`src/mmpd_pkg.sv`:
```
// Shared types and constants of the min/max peak decimator.
package mmpd_pkg;

  localparam int SPP_W           = 40;
  localparam int START_W         = 40;
  localparam int COUNT_W         = 13;
  localparam int COLUMN_W        = 12;
  localparam int FRAC_W          = 16;
  localparam int SPP_INT_W       = SPP_W - FRAC_W;
  localparam int IDX_W           = 42;
  localparam int STRIDE_W        = 18;
  localparam int REM_W           = 7;
  localparam int CFG_IDX_W       = 2;
  localparam int CFG_DATA_W      = 40;
  localparam int FIFO_DEPTH      = 2;

  localparam int MAX_COLUMNS_DEF = 4096;
  localparam int SAMPLE_BITS_DEF = 16;

  // A length below 2^24, shifted right by two, times RECIP_BY_100 and then shifted right by
  // RECIP_SHIFT gives the length divided by 100.
  localparam int RECIP_W         = 23;
  localparam int RECIP_SHIFT     = 27;
  localparam int PROD_W          = SPP_INT_W - 2 + RECIP_W;

  localparam logic [REM_W-1:0]   INSPECT_DIVISOR = REM_W'(100);
  localparam logic [SPP_W-1:0]   SPP_ONE         = SPP_W'(65536);
  localparam logic [COUNT_W-1:0] COUNT_RESET     = COUNT_W'(4096);
  localparam logic [RECIP_W-1:0] RECIP_BY_100    = RECIP_W'(5368710);

  typedef enum logic [CFG_IDX_W-1:0] {
    REG_SPP   = 2'd0,
    REG_START = 2'd1,
    REG_COUNT = 2'd2
  } cfg_reg_e;

  typedef enum logic [1:0] {
    FS_DIV,
    FS_INIT,
    FS_RUN
  } front_state_e;

  typedef struct packed {
    logic                inspect;
    logic                close;
    logic                last;
    logic [COLUMN_W-1:0] column;
  } mid_ctl_t;

endpackage

```
`src/mmpd_fifo.sv`:
```
// Small register queue with flush, used between the stages and at the output.
module mmpd_fifo
  import mmpd_pkg::*;
#(
  parameter int WIDTH = 8,
  parameter int DEPTH = FIFO_DEPTH
) (
  input  logic             clk_i,
  input  logic             rst_ni,
  input  logic             flush_i,
  input  logic             push_i,
  input  logic [WIDTH-1:0] data_i,
  output logic             full_o,
  input  logic             pop_i,
  output logic [WIDTH-1:0] data_o,
  output logic             empty_o
);

  localparam int PTR_W = (DEPTH > 1) ? $clog2(DEPTH) : 1;
  localparam int CNT_W = $clog2(DEPTH + 1);

  logic [WIDTH-1:0] mem_q [DEPTH];
  logic [PTR_W-1:0] wr_ptr_q, wr_ptr_d, rd_ptr_q, rd_ptr_d;
  logic [CNT_W-1:0] count_q, count_d;
  logic             do_push, do_pop;

  assign full_o  = (count_q == CNT_W'(DEPTH));
  assign empty_o = (count_q == '0);
  assign do_push = push_i && !full_o;
  assign do_pop  = pop_i && !empty_o;
  assign data_o  = mem_q[rd_ptr_q];

  always_comb begin
    wr_ptr_d = wr_ptr_q;
    rd_ptr_d = rd_ptr_q;
    count_d  = count_q;
    if (do_push) begin
      wr_ptr_d = (wr_ptr_q == PTR_W'(DEPTH - 1)) ? '0 : wr_ptr_q + PTR_W'(1);
    end
    if (do_pop) begin
      rd_ptr_d = (rd_ptr_q == PTR_W'(DEPTH - 1)) ? '0 : rd_ptr_q + PTR_W'(1);
    end
    if (do_push && !do_pop) begin
      count_d = count_q + CNT_W'(1);
    end else if (do_pop && !do_push) begin
      count_d = count_q - CNT_W'(1);
    end
    if (flush_i) begin
      wr_ptr_d = '0;
      rd_ptr_d = '0;
      count_d  = '0;
    end
  end

  always_ff @(posedge clk_i or negedge rst_ni) begin
    if (!rst_ni) begin
      wr_ptr_q <= '0;
      rd_ptr_q <= '0;
      count_q  <= '0;
    end else begin
      wr_ptr_q <= wr_ptr_d;
      rd_ptr_q <= rd_ptr_d;
      count_q  <= count_d;
    end
  end

  always_ff @(posedge clk_i) begin
    if (do_push) begin
      mem_q[wr_ptr_q] <= data_i;
    end
  end

endmodule

```
`src/mmpd_front.sv`:
```
// Front stage: configuration, sample indexing, column bounds and inspection stride.
module mmpd_front
  import mmpd_pkg::*;
#(
  parameter int MAX_COLUMNS = MAX_COLUMNS_DEF
) (
  input  logic                  clk_i,
  input  logic                  rst_ni,
  input  logic                  cfg_we_i,
  input  logic [CFG_IDX_W-1:0]  cfg_idx_i,
  input  logic [CFG_DATA_W-1:0] cfg_data_i,
  input  logic                  push,
  output logic                  full,
  input  logic                  mid_full_i,
  output logic                  mid_push_o,
  output mid_ctl_t              mid_ctl_o,
  output logic                  restart_o
);

  front_state_e state_q, state_d;

  logic [SPP_W-1:0]     spp_q, spp_d;
  logic [START_W-1:0]   start_q, start_d;
  logic [COUNT_W-1:0]   count_q, count_d;

  logic [STRIDE_W-1:0]  quo_q, quo_d;

  logic [IDX_W-1:0]     idx_q, idx_d;
  logic [IDX_W-1:0]     last_idx_q, last_idx_d;
  logic [FRAC_W-1:0]    frac_q, frac_d;
  logic [COUNT_W-1:0]   col_q, col_d;
  logic [STRIDE_W-1:0]  cnt_q, cnt_d;
  logic [STRIDE_W-1:0]  cur_m1_q, cur_m1_d;
  logic [STRIDE_W-1:0]  s0_m1_q, s0_m1_d;
  logic [STRIDE_W-1:0]  s1_m1_q, s1_m1_d;
  logic                 finished_q, finished_d;

  logic [SPP_W-1:0]     eff_spp;
  logic [SPP_INT_W-1:0] len_int;
  logic [FRAC_W-1:0]    len_frac;
  logic [COUNT_W-1:0]   eff_count;
  logic [PROD_W-1:0]    quo_prod;
  logic [SPP_INT_W-1:0] quo_rem;
  logic [STRIDE_W-1:0]  quo_up;
  logic [FRAC_W:0]      frac_sum;
  logic                 accept, inspect, close, last_col, cfg_hit;

  assign eff_spp   = (spp_q < SPP_ONE) ? SPP_ONE : spp_q;
  assign len_int   = eff_spp[SPP_W-1:FRAC_W];
  assign len_frac  = eff_spp[FRAC_W-1:0];
  assign quo_prod  = PROD_W'(len_int[SPP_INT_W-1:2]) * PROD_W'(RECIP_BY_100);
  assign quo_rem   = len_int - SPP_INT_W'(quo_q) * SPP_INT_W'(INSPECT_DIVISOR);
  assign quo_up    = quo_q
                   + STRIDE_W'(quo_rem == SPP_INT_W'(INSPECT_DIVISOR - REM_W'(1)));
  assign frac_sum  = {1'b0, frac_q} + {1'b0, len_frac};

  always_comb begin
    if (count_q == '0) begin
      eff_count = COUNT_W'(1);
    end else if (32'(count_q) > MAX_COLUMNS) begin
      eff_count = COUNT_W'(MAX_COLUMNS);
    end else begin
      eff_count = count_q;
    end
  end

  assign full     = (state_q != FS_RUN) || mid_full_i;
  assign accept   = push && !full;
  assign inspect  = (cnt_q == '0);
  assign close    = (idx_q == last_idx_q);
  assign last_col = ((col_q + COUNT_W'(1)) == eff_count);

  always_comb begin
    state_d    = state_q;
    spp_d      = spp_q;
    start_d    = start_q;
    count_d    = count_q;
    quo_d      = quo_q;
    idx_d      = idx_q;
    last_idx_d = last_idx_q;
    frac_d     = frac_q;
    col_d      = col_q;
    cnt_d      = cnt_q;
    cur_m1_d   = cur_m1_q;
    s0_m1_d    = s0_m1_q;
    s1_m1_d    = s1_m1_q;
    finished_d = finished_q;
    mid_push_o = 1'b0;
    mid_ctl_o  = '0;
    cfg_hit    = 1'b0;

    unique case (state_q)
      FS_DIV: begin
        quo_d   = STRIDE_W'(quo_prod >> RECIP_SHIFT);
        state_d = FS_INIT;
      end
      FS_INIT: begin
        s0_m1_d    = (quo_q == '0) ? '0 : quo_q - STRIDE_W'(1);
        s1_m1_d    = (quo_up == '0) ? '0 : quo_up - STRIDE_W'(1);
        cur_m1_d   = s0_m1_d;
        last_idx_d = IDX_W'(start_q) + IDX_W'(len_int) - IDX_W'(1);
        frac_d     = len_frac;
        idx_d      = '0;
        col_d      = '0;
        cnt_d      = '0;
        finished_d = 1'b0;
        state_d    = FS_RUN;
      end
      FS_RUN: begin
        if (accept && !finished_q) begin
          idx_d = idx_q + IDX_W'(1);
          if (idx_q >= IDX_W'(start_q)) begin
            cnt_d = inspect ? cur_m1_q : cnt_q - STRIDE_W'(1);
            if (inspect || close) begin
              mid_push_o        = 1'b1;
              mid_ctl_o.inspect = inspect;
              mid_ctl_o.close   = close;
              mid_ctl_o.last    = last_col;
              mid_ctl_o.column  = col_q[COLUMN_W-1:0];
            end
            if (close) begin
              if (last_col) begin
                finished_d = 1'b1;
              end else begin
                col_d      = col_q + COUNT_W'(1);
                frac_d     = frac_sum[FRAC_W-1:0];
                last_idx_d = last_idx_q + IDX_W'(len_int) + IDX_W'(frac_sum[FRAC_W]);
                cur_m1_d   = frac_sum[FRAC_W] ? s1_m1_q : s0_m1_q;
                cnt_d      = '0;
              end
            end
          end
        end
      end
      default: begin
        state_d = FS_DIV;
      end
    endcase

    if (cfg_we_i) begin
      unique case (cfg_reg_e'(cfg_idx_i))
        REG_SPP: begin
          spp_d   = SPP_W'(cfg_data_i);
          cfg_hit = 1'b1;
        end
        REG_START: begin
          start_d = START_W'(cfg_data_i);
          cfg_hit = 1'b1;
        end
        REG_COUNT: begin
          count_d = cfg_data_i[COUNT_W-1:0];
          cfg_hit = 1'b1;
        end
        default: begin
          cfg_hit = 1'b0;
        end
      endcase
    end
    if (cfg_hit) begin
      state_d = FS_DIV;
    end
  end

  assign restart_o = cfg_hit;

  always_ff @(posedge clk_i or negedge rst_ni) begin
    if (!rst_ni) begin
      state_q    <= FS_DIV;
      spp_q      <= SPP_ONE;
      start_q    <= '0;
      count_q    <= COUNT_RESET;
      quo_q      <= '0;
      idx_q      <= '0;
      last_idx_q <= '0;
      frac_q     <= '0;
      col_q      <= '0;
      cnt_q      <= '0;
      cur_m1_q   <= '0;
      s0_m1_q    <= '0;
      s1_m1_q    <= '0;
      finished_q <= 1'b0;
    end else begin
      state_q    <= state_d;
      spp_q      <= spp_d;
      start_q    <= start_d;
      count_q    <= count_d;
      quo_q      <= quo_d;
      idx_q      <= idx_d;
      last_idx_q <= last_idx_d;
      frac_q     <= frac_d;
      col_q      <= col_d;
      cnt_q      <= cnt_d;
      cur_m1_q   <= cur_m1_d;
      s0_m1_q    <= s0_m1_d;
      s1_m1_q    <= s1_m1_d;
      finished_q <= finished_d;
    end
  end

endmodule

```
`src/mmpd_back.sv`:
```
// Back stage: per-column minimum and maximum, running peak magnitude and result words.
module mmpd_back
  import mmpd_pkg::*;
#(
  parameter int SAMPLE_BITS = SAMPLE_BITS_DEF
) (
  input  logic                          clk_i,
  input  logic                          rst_ni,
  input  logic                          restart_i,
  input  logic                          mid_empty_i,
  input  mid_ctl_t                      mid_ctl_i,
  input  logic signed [SAMPLE_BITS-1:0] mid_sample_i,
  output logic                          mid_pop_o,
  input  logic                          out_full_i,
  output logic                          out_push_o,
  output logic [COLUMN_W-1:0]           column_o,
  output logic signed [SAMPLE_BITS-1:0] min_value_o,
  output logic signed [SAMPLE_BITS-1:0] max_value_o,
  output logic [SAMPLE_BITS-1:0]        peak_abs_o,
  output logic                          last_o
);

  logic signed [SAMPLE_BITS-1:0] min_q, min_d, max_q, max_d;
  logic [SAMPLE_BITS-1:0]        peak_q, peak_d;
  logic                          has_q, has_d;
  logic                          take;
  logic [SAMPLE_BITS-1:0]        mag_min, mag_max, peak_n;

  assign mid_pop_o = !mid_empty_i && !out_full_i;
  assign take      = mid_pop_o && mid_ctl_i.inspect;

  always_comb begin
    min_d = min_q;
    max_d = max_q;
    if (take && (!has_q || (mid_sample_i < min_q))) begin
      min_d = mid_sample_i;
    end
    if (take && (!has_q || (mid_sample_i > max_q))) begin
      max_d = mid_sample_i;
    end
  end

  assign mag_min = min_d[SAMPLE_BITS-1] ? (~min_d + SAMPLE_BITS'(1)) : min_d;
  assign mag_max = max_d[SAMPLE_BITS-1] ? (~max_d + SAMPLE_BITS'(1)) : max_d;

  always_comb begin
    peak_n = peak_q;
    if (mag_min > peak_n) begin
      peak_n = mag_min;
    end
    if (mag_max > peak_n) begin
      peak_n = mag_max;
    end
  end

  assign out_push_o  = mid_pop_o && mid_ctl_i.close;
  assign column_o    = mid_ctl_i.column;
  assign min_value_o = min_d;
  assign max_value_o = max_d;
  assign peak_abs_o  = peak_n;
  assign last_o      = mid_ctl_i.last;

  always_comb begin
    has_d  = has_q;
    peak_d = peak_q;
    if (restart_i) begin
      has_d  = 1'b0;
      peak_d = '0;
    end else if (mid_pop_o) begin
      if (mid_ctl_i.close) begin
        has_d  = 1'b0;
        peak_d = peak_n;
      end else begin
        has_d = has_q || mid_ctl_i.inspect;
      end
    end
  end

  always_ff @(posedge clk_i or negedge rst_ni) begin
    if (!rst_ni) begin
      has_q  <= 1'b0;
      peak_q <= '0;
      min_q  <= '0;
      max_q  <= '0;
    end else begin
      has_q  <= has_d;
      peak_q <= peak_d;
      min_q  <= min_d;
      max_q  <= max_d;
    end
  end

endmodule

```
`src/minmax_peak_decimator.sv`:
```
// Top level of the min/max peak decimator for waveform display.
// Samples are taken one per clock cycle whenever the middle queue has room; each
// column's result word leaves through a two-entry output queue, so a stalled
// consumer only backs up the block once both the output and middle queues fill.
// After reset and after every write to the SPP, START or COUNT register the
// block holds full high while the integer column length is divided by 100
// through a reciprocal multiplication (FS_DIV) and then set up (FS_INIT), before
// it takes samples again. A column's result word goes through the middle queue and
// the back stage into the output queue; it is on the result ports at that queue's head.
module minmax_peak_decimator
  import mmpd_pkg::*;
#(
  parameter int MAX_COLUMNS = MAX_COLUMNS_DEF,
  parameter int SAMPLE_BITS = SAMPLE_BITS_DEF
) (
  input  logic                          clk_i,
  input  logic                          rst_ni,
  input  logic                          cfg_we_i,
  input  logic [CFG_IDX_W-1:0]          cfg_idx_i,
  input  logic [CFG_DATA_W-1:0]         cfg_data_i,
  input  logic                          push,
  output logic                          full,
  input  logic signed [SAMPLE_BITS-1:0] sample_i,
  output logic                          empty,
  input  logic                          pop,
  output logic [COLUMN_W-1:0]           column_o,
  output logic signed [SAMPLE_BITS-1:0] min_value_o,
  output logic signed [SAMPLE_BITS-1:0] max_value_o,
  output logic [SAMPLE_BITS-1:0]        peak_abs_o,
  output logic                          last_o
);

  localparam int MID_W = $bits(mid_ctl_t) + SAMPLE_BITS;
  localparam int OUT_W = COLUMN_W + 3 * SAMPLE_BITS + 1;

  logic                          restart;
  logic                          mid_push, mid_full, mid_pop, mid_empty;
  mid_ctl_t                      front_ctl, mid_ctl;
  logic signed [SAMPLE_BITS-1:0] mid_sample;
  logic [MID_W-1:0]              mid_wdata, mid_rdata;

  logic                          out_push, out_full;
  logic [COLUMN_W-1:0]           res_column;
  logic signed [SAMPLE_BITS-1:0] res_min, res_max;
  logic [SAMPLE_BITS-1:0]        res_peak;
  logic                          res_last;
  logic [OUT_W-1:0]              out_wdata, out_rdata;

  mmpd_front #(
    .MAX_COLUMNS(MAX_COLUMNS)
  ) u_front (
    .clk_i      (clk_i),
    .rst_ni     (rst_ni),
    .cfg_we_i   (cfg_we_i),
    .cfg_idx_i  (cfg_idx_i),
    .cfg_data_i (cfg_data_i),
    .push       (push),
    .full       (full),
    .mid_full_i (mid_full),
    .mid_push_o (mid_push),
    .mid_ctl_o  (front_ctl),
    .restart_o  (restart)
  );

  assign mid_wdata = {front_ctl, sample_i};

  mmpd_fifo #(
    .WIDTH(MID_W),
    .DEPTH(FIFO_DEPTH)
  ) u_mid_fifo (
    .clk_i   (clk_i),
    .rst_ni  (rst_ni),
    .flush_i (restart),
    .push_i  (mid_push),
    .data_i  (mid_wdata),
    .full_o  (mid_full),
    .pop_i   (mid_pop),
    .data_o  (mid_rdata),
    .empty_o (mid_empty)
  );

  assign mid_ctl    = mid_rdata[MID_W-1:SAMPLE_BITS];
  assign mid_sample = mid_rdata[SAMPLE_BITS-1:0];

  mmpd_back #(
    .SAMPLE_BITS(SAMPLE_BITS)
  ) u_back (
    .clk_i        (clk_i),
    .rst_ni       (rst_ni),
    .restart_i    (restart),
    .mid_empty_i  (mid_empty),
    .mid_ctl_i    (mid_ctl),
    .mid_sample_i (mid_sample),
    .mid_pop_o    (mid_pop),
    .out_full_i   (out_full),
    .out_push_o   (out_push),
    .column_o     (res_column),
    .min_value_o  (res_min),
    .max_value_o  (res_max),
    .peak_abs_o   (res_peak),
    .last_o       (res_last)
  );

  assign out_wdata = {res_column, res_min, res_max, res_peak, res_last};

  mmpd_fifo #(
    .WIDTH(OUT_W),
    .DEPTH(FIFO_DEPTH)
  ) u_out_fifo (
    .clk_i   (clk_i),
    .rst_ni  (rst_ni),
    .flush_i (restart),
    .push_i  (out_push),
    .data_i  (out_wdata),
    .full_o  (out_full),
    .pop_i   (pop),
    .data_o  (out_rdata),
    .empty_o (empty)
  );

  assign column_o    = out_rdata[OUT_W-1 -: COLUMN_W];
  assign min_value_o = out_rdata[3*SAMPLE_BITS -: SAMPLE_BITS];
  assign max_value_o = out_rdata[2*SAMPLE_BITS -: SAMPLE_BITS];
  assign peak_abs_o  = out_rdata[SAMPLE_BITS -: SAMPLE_BITS];
  assign last_o      = out_rdata[0];

endmodule
```
`config.mk`:
```
export PLATFORM = sky130hd
export DESIGN_NAME = minmax_peak_decimator
export DESIGN_NICKNAME = d
export VERILOG_FILES = /design/src/mmpd_pkg.sv /design/src/mmpd_fifo.sv /design/src/mmpd_front.sv /design/src/mmpd_back.sv /design/src/minmax_peak_decimator.sv
export SDC_FILE = /design/constraint.sdc
export NUM_CORES = 2
export LEC_CHECK = 0
export BUFFER_PORTS_ARGS = -buffer_cell sky130_fd_sc_hd__buf_4
export CAP_MARGIN = 20
export CORE_MARGIN = 3
export CORE_UTILIZATION = 50
export CTS_BUF_LIST = sky130_fd_sc_hd__clkbuf_8
export DETAILED_ROUTE_END_ITERATION = 8
export GPL_ROUTABILITY_DRIVEN = 0
export PLACE_DENSITY = 0.75
export SLEW_MARGIN = 15
export SYNTH_ARGS = -nofsm -noshare
export SYNTH_HDL_FRONTEND = slang
export SYNTH_HIERARCHICAL = 1
export SYNTH_SLANG_ARGS = --single-unit
```
`constraint.sdc`:
```
create_clock -name clk_i -period 15.26 [get_ports clk_i]
set_clock_uncertainty 0.05 [all_clocks]
set_input_delay 0 -clock clk_i [delete_from_list [all_inputs] [get_ports clk_i]]
set_output_delay 0 -clock clk_i [all_outputs]
set_load 0.005 [all_outputs]
```
==> impl_metrics.env <==
export IMPL_worst_path_most_repeated_cell="ha_1"
export IMPL_drc=0
export IMPL_synth_cells=4540
export IMPL_layout_commonest_cell="ha_1"
export IMPL_drtIter0Drc=2744
export IMPL_grt_max_degree=170
export IMPL_cts_resized=0
export IMPL_die_area_sq_um=92330
export IMPL_crit_type="flop to flop"
export IMPL_synth_largest_area_cell="dfrtp_1"
export IMPL_cpMaxStageDelayCell="mux2i_1"
export IMPL_cts_hold_buf=101
export IMPL_period_needed_ns=11.85
export IMPL_clk_pin_slew_ns=0.06
export IMPL_gr_usage_all_layers_pct=25.33
export IMPL_hold_viol=0
export IMPL_cts_root_buf="clkbuf_8"
export IMPL_finalSetupViolCount=0
export IMPL_yosys_top_cells_area="dfrtp_1 20%, ha_1 15%, edfxtp_1 12%"
export IMPL_status="completed"
export IMPL_start_util_pct=50.74
export IMPL_worstReg2RegStart="u_mid_fifo/rd_ptr_q"
export IMPL_portBuffers=125
export IMPL_via_count=34800
export IMPL_drtPass1Iterations=7
export IMPL_synth_top_area_share_pct=19.97
export IMPL_clk_latency_ns=0.73
export IMPL_wire_per_inst_um=19.93
export IMPL_cts_max_level=3
export IMPL_async_flop_share_pct=65.93
export IMPL_fp_coreArea_sq_um=87430
export IMPL_reg2reg_depth=34
export IMPL_crit_path_start_kind="flop"
export IMPL_wl_mm=118.6
export IMPL_yosysWarnings=6
export IMPL_critPathMaxFanout=32
export IMPL_syn_area_sq_um=44360
export IMPL_worst_pin_slew_ns=1.067
export IMPL_syn_avg_cell_area_sq_um=9.771
export IMPL_io_pin_count=126
export IMPL_place_hpwl_mm=89.86
export IMPL_synth_seq_cells=540
export IMPL_drive_gt1_share_pct=10.64
export IMPL_slowest_delay_ns=0.81
export IMPL_numCtsBuffers=93
export IMPL_ys_types=102
export IMPL_reg2reg_slack_ns=3.41
export IMPL_final_nets=5523
export IMPL_fin_tns_setup_ns=0
export IMPL_synth_edf_count=184
export IMPL_min_to="u_front/spp_q[19]"
export IMPL_grt_first_pass_wirelength_mm=188.6
export IMPL_rows=108
export IMPL_cts_buffer_depth=3
export IMPL_rsz0062_at_grt="false"
export IMPL_area_growth_pct=11.23
export IMPL_cp_top_family="simple AND/OR/NAND/NOR gates"
export IMPL_overflow=0
export IMPL_timing_final_crit_share_pct=77.66
export IMPL_cts_sinks=540
export IMPL_drtAntennaViolNets=0
export IMPL_grt_pass1_vias=34660
export IMPL_r2r_end="u_back/peak_q[9]"
export IMPL_min_path_cells=4
export IMPL_yosysSeqAreaShare_pct=32.54
export IMPL_slew_headroom_pct=27.05
export IMPL_post_cts_buffers=0
export IMPL_synth_fp_nets=5347
export IMPL_hold_start="cfg_data_i[19]"
export IMPL_die_h_um=303.9
export IMPL_cp_end_kind="flop"
export IMPL_arrival_ns=12.39
export IMPL_crit_required_ns=15.80
export IMPL_post_drt_via_cell_ratio=5.847
export IMPL_maxCapViolCount=0
export IMPL_dieWidth_um=303.9
export IMPL_synth_flop_cell="dfrtp_1"
export IMPL_hp_class="input pin to flop"
export IMPL_n_fill_cell=7398
export IMPL_layout_common_cells="549 x ha_1, 502 x inv_1, 353 x dfrtp_1, 349 x nand2_1, 275 x o21ai_0"
export IMPL_crit_buf_inv=3
export IMPL_cts_tree="done"
export IMPL_antenna_found_initial=2
export IMPL_maxSlewViolCount=0
export IMPL_max_freq_ghz=0.08438
[worst register-to-register path: cells and delay by family (launching register included)]
family / cells / cell delay [ns]
muxes: 2 / 1.50
xor gates and xnor gates: 1 / 0.17
and+or+nand+nor: 13 / 3.69
DFF: 1 / 0.32
AOI/OAI and AO/OA: 11 / 3.51
buffers and inverters: 3 / 0.84
adders and majority gates: 4 / 1.66
[metrics by stage]
step | setup WS (ns) | area [sq um] | hold WS, ns | utilization [%] | std cells
floorplan | 6.648 | 44360 | -0.3456 | - | 4540
global placement | 3.990 | 46330 | 0.008749 | 52.99 | 5675
detailed placement | 3.753 | 46330 | 0.01247 | 52.99 | 5675
CTS | 3.683 | 49340 | 0.008924 | 56.43 | 5950
global route | 2.604 | 49340 | 0.05810 | 56.44 | 5951
finish | 3.409 | 49340 | 0.06441 | 56.44 | 5952
[cell usage after synthesis, types with 41 or more instances]
master and count:
ha_1 549, inv_1 479, dfrtp_1 354, nand2_1 349, o21ai_0 276, nor2_1 258
a21oi_1 252, fa_1 195, edfxtp_1 184, xnor2_1 155, mux2_2 148, clkbuf_1 127
xor2_1 123, nand3_1 92, a21o_1 79, nor3_1 79, nand4_1 55, and2_1 49
nor4_1 41, or3_1 41
[layer usage]
metal  up-vias  part of all wire, %  track usage [%]
met5         -                    0                0
met3       327                  6.8            3.417
li1      16340                    -                -
met2      1331                   47            41.71
met1     16800                   42            33.20
met4         0                  4.9            11.82
[logic make-up (layout without fill, tap and decap cells)]
logic type | after synthesis | count (layout) | share of synthesized area (%)
xor+xnor | 280 | 280 | 5.593
simple gates | 1157 | 1157 | 12.85
buf+inv | 668 | 923 | 5.923
mux | 211 | 211 | 5.266
flops | 540 | 540 | 32.54
other cells | 0 | 2 | 0
fa+ha+maj | 744 | 744 | 24.28
compound gates | 940 | 940 | 13.54
[area by class of cell]
type	instances	area, sq um	share of cell area, %
Multi-Input combinational cell	3332	27370	55.47
Sequential cell	540	14440	29.26
Timing Repair Buffer	267	2295	4.650
Inverter	482	1809	3.667
Clock buffer	108	1486	3.012
Tap cell	1155	1445	2.929
Clock inverter	66	494.2	1.002
Antenna cell	2	5.005	0.01014
[worst max path at each step]
stage	start	end	slack (ns)	cells after the start
after floorplan	u_mid_fifo/rd_ptr_q	u_out_fifo/mem_q[0][9]	6.65	37
after global placement	u_mid_fifo/rd_ptr_q	u_back/peak_q[9]	3.99	34
after detailed placement	u_mid_fifo/rd_ptr_q	u_back/peak_q[9]	3.75	34
after CTS	u_mid_fifo/rd_ptr_q	u_back/peak_q[9]	3.68	34
after global routing	u_mid_fifo/rd_ptr_q	u_back/peak_q[9]	2.60	34
final	u_mid_fifo/rd_ptr_q	u_back/peak_q[9]	3.41	34
[state kept, by name, summed over array words and instances (netlist names), 18 cells and up]
name,flops
u_front/cnt_q,18
u_front/quo_q,18
u_front/s1_m1_q,18
u_front/cur_m1_q,18
u_front/start_q,40
u_mid_fifo/mem_q,62
u_front/s0_m1_q,18
u_front/last_idx_q,42
u_front/idx_q,42
u_out_fifo/mem_q,122
u_front/spp_q,40
Power is not shown: default switching activity piles up to over one toggle a cycle in this logic, so the estimate is an artifact.
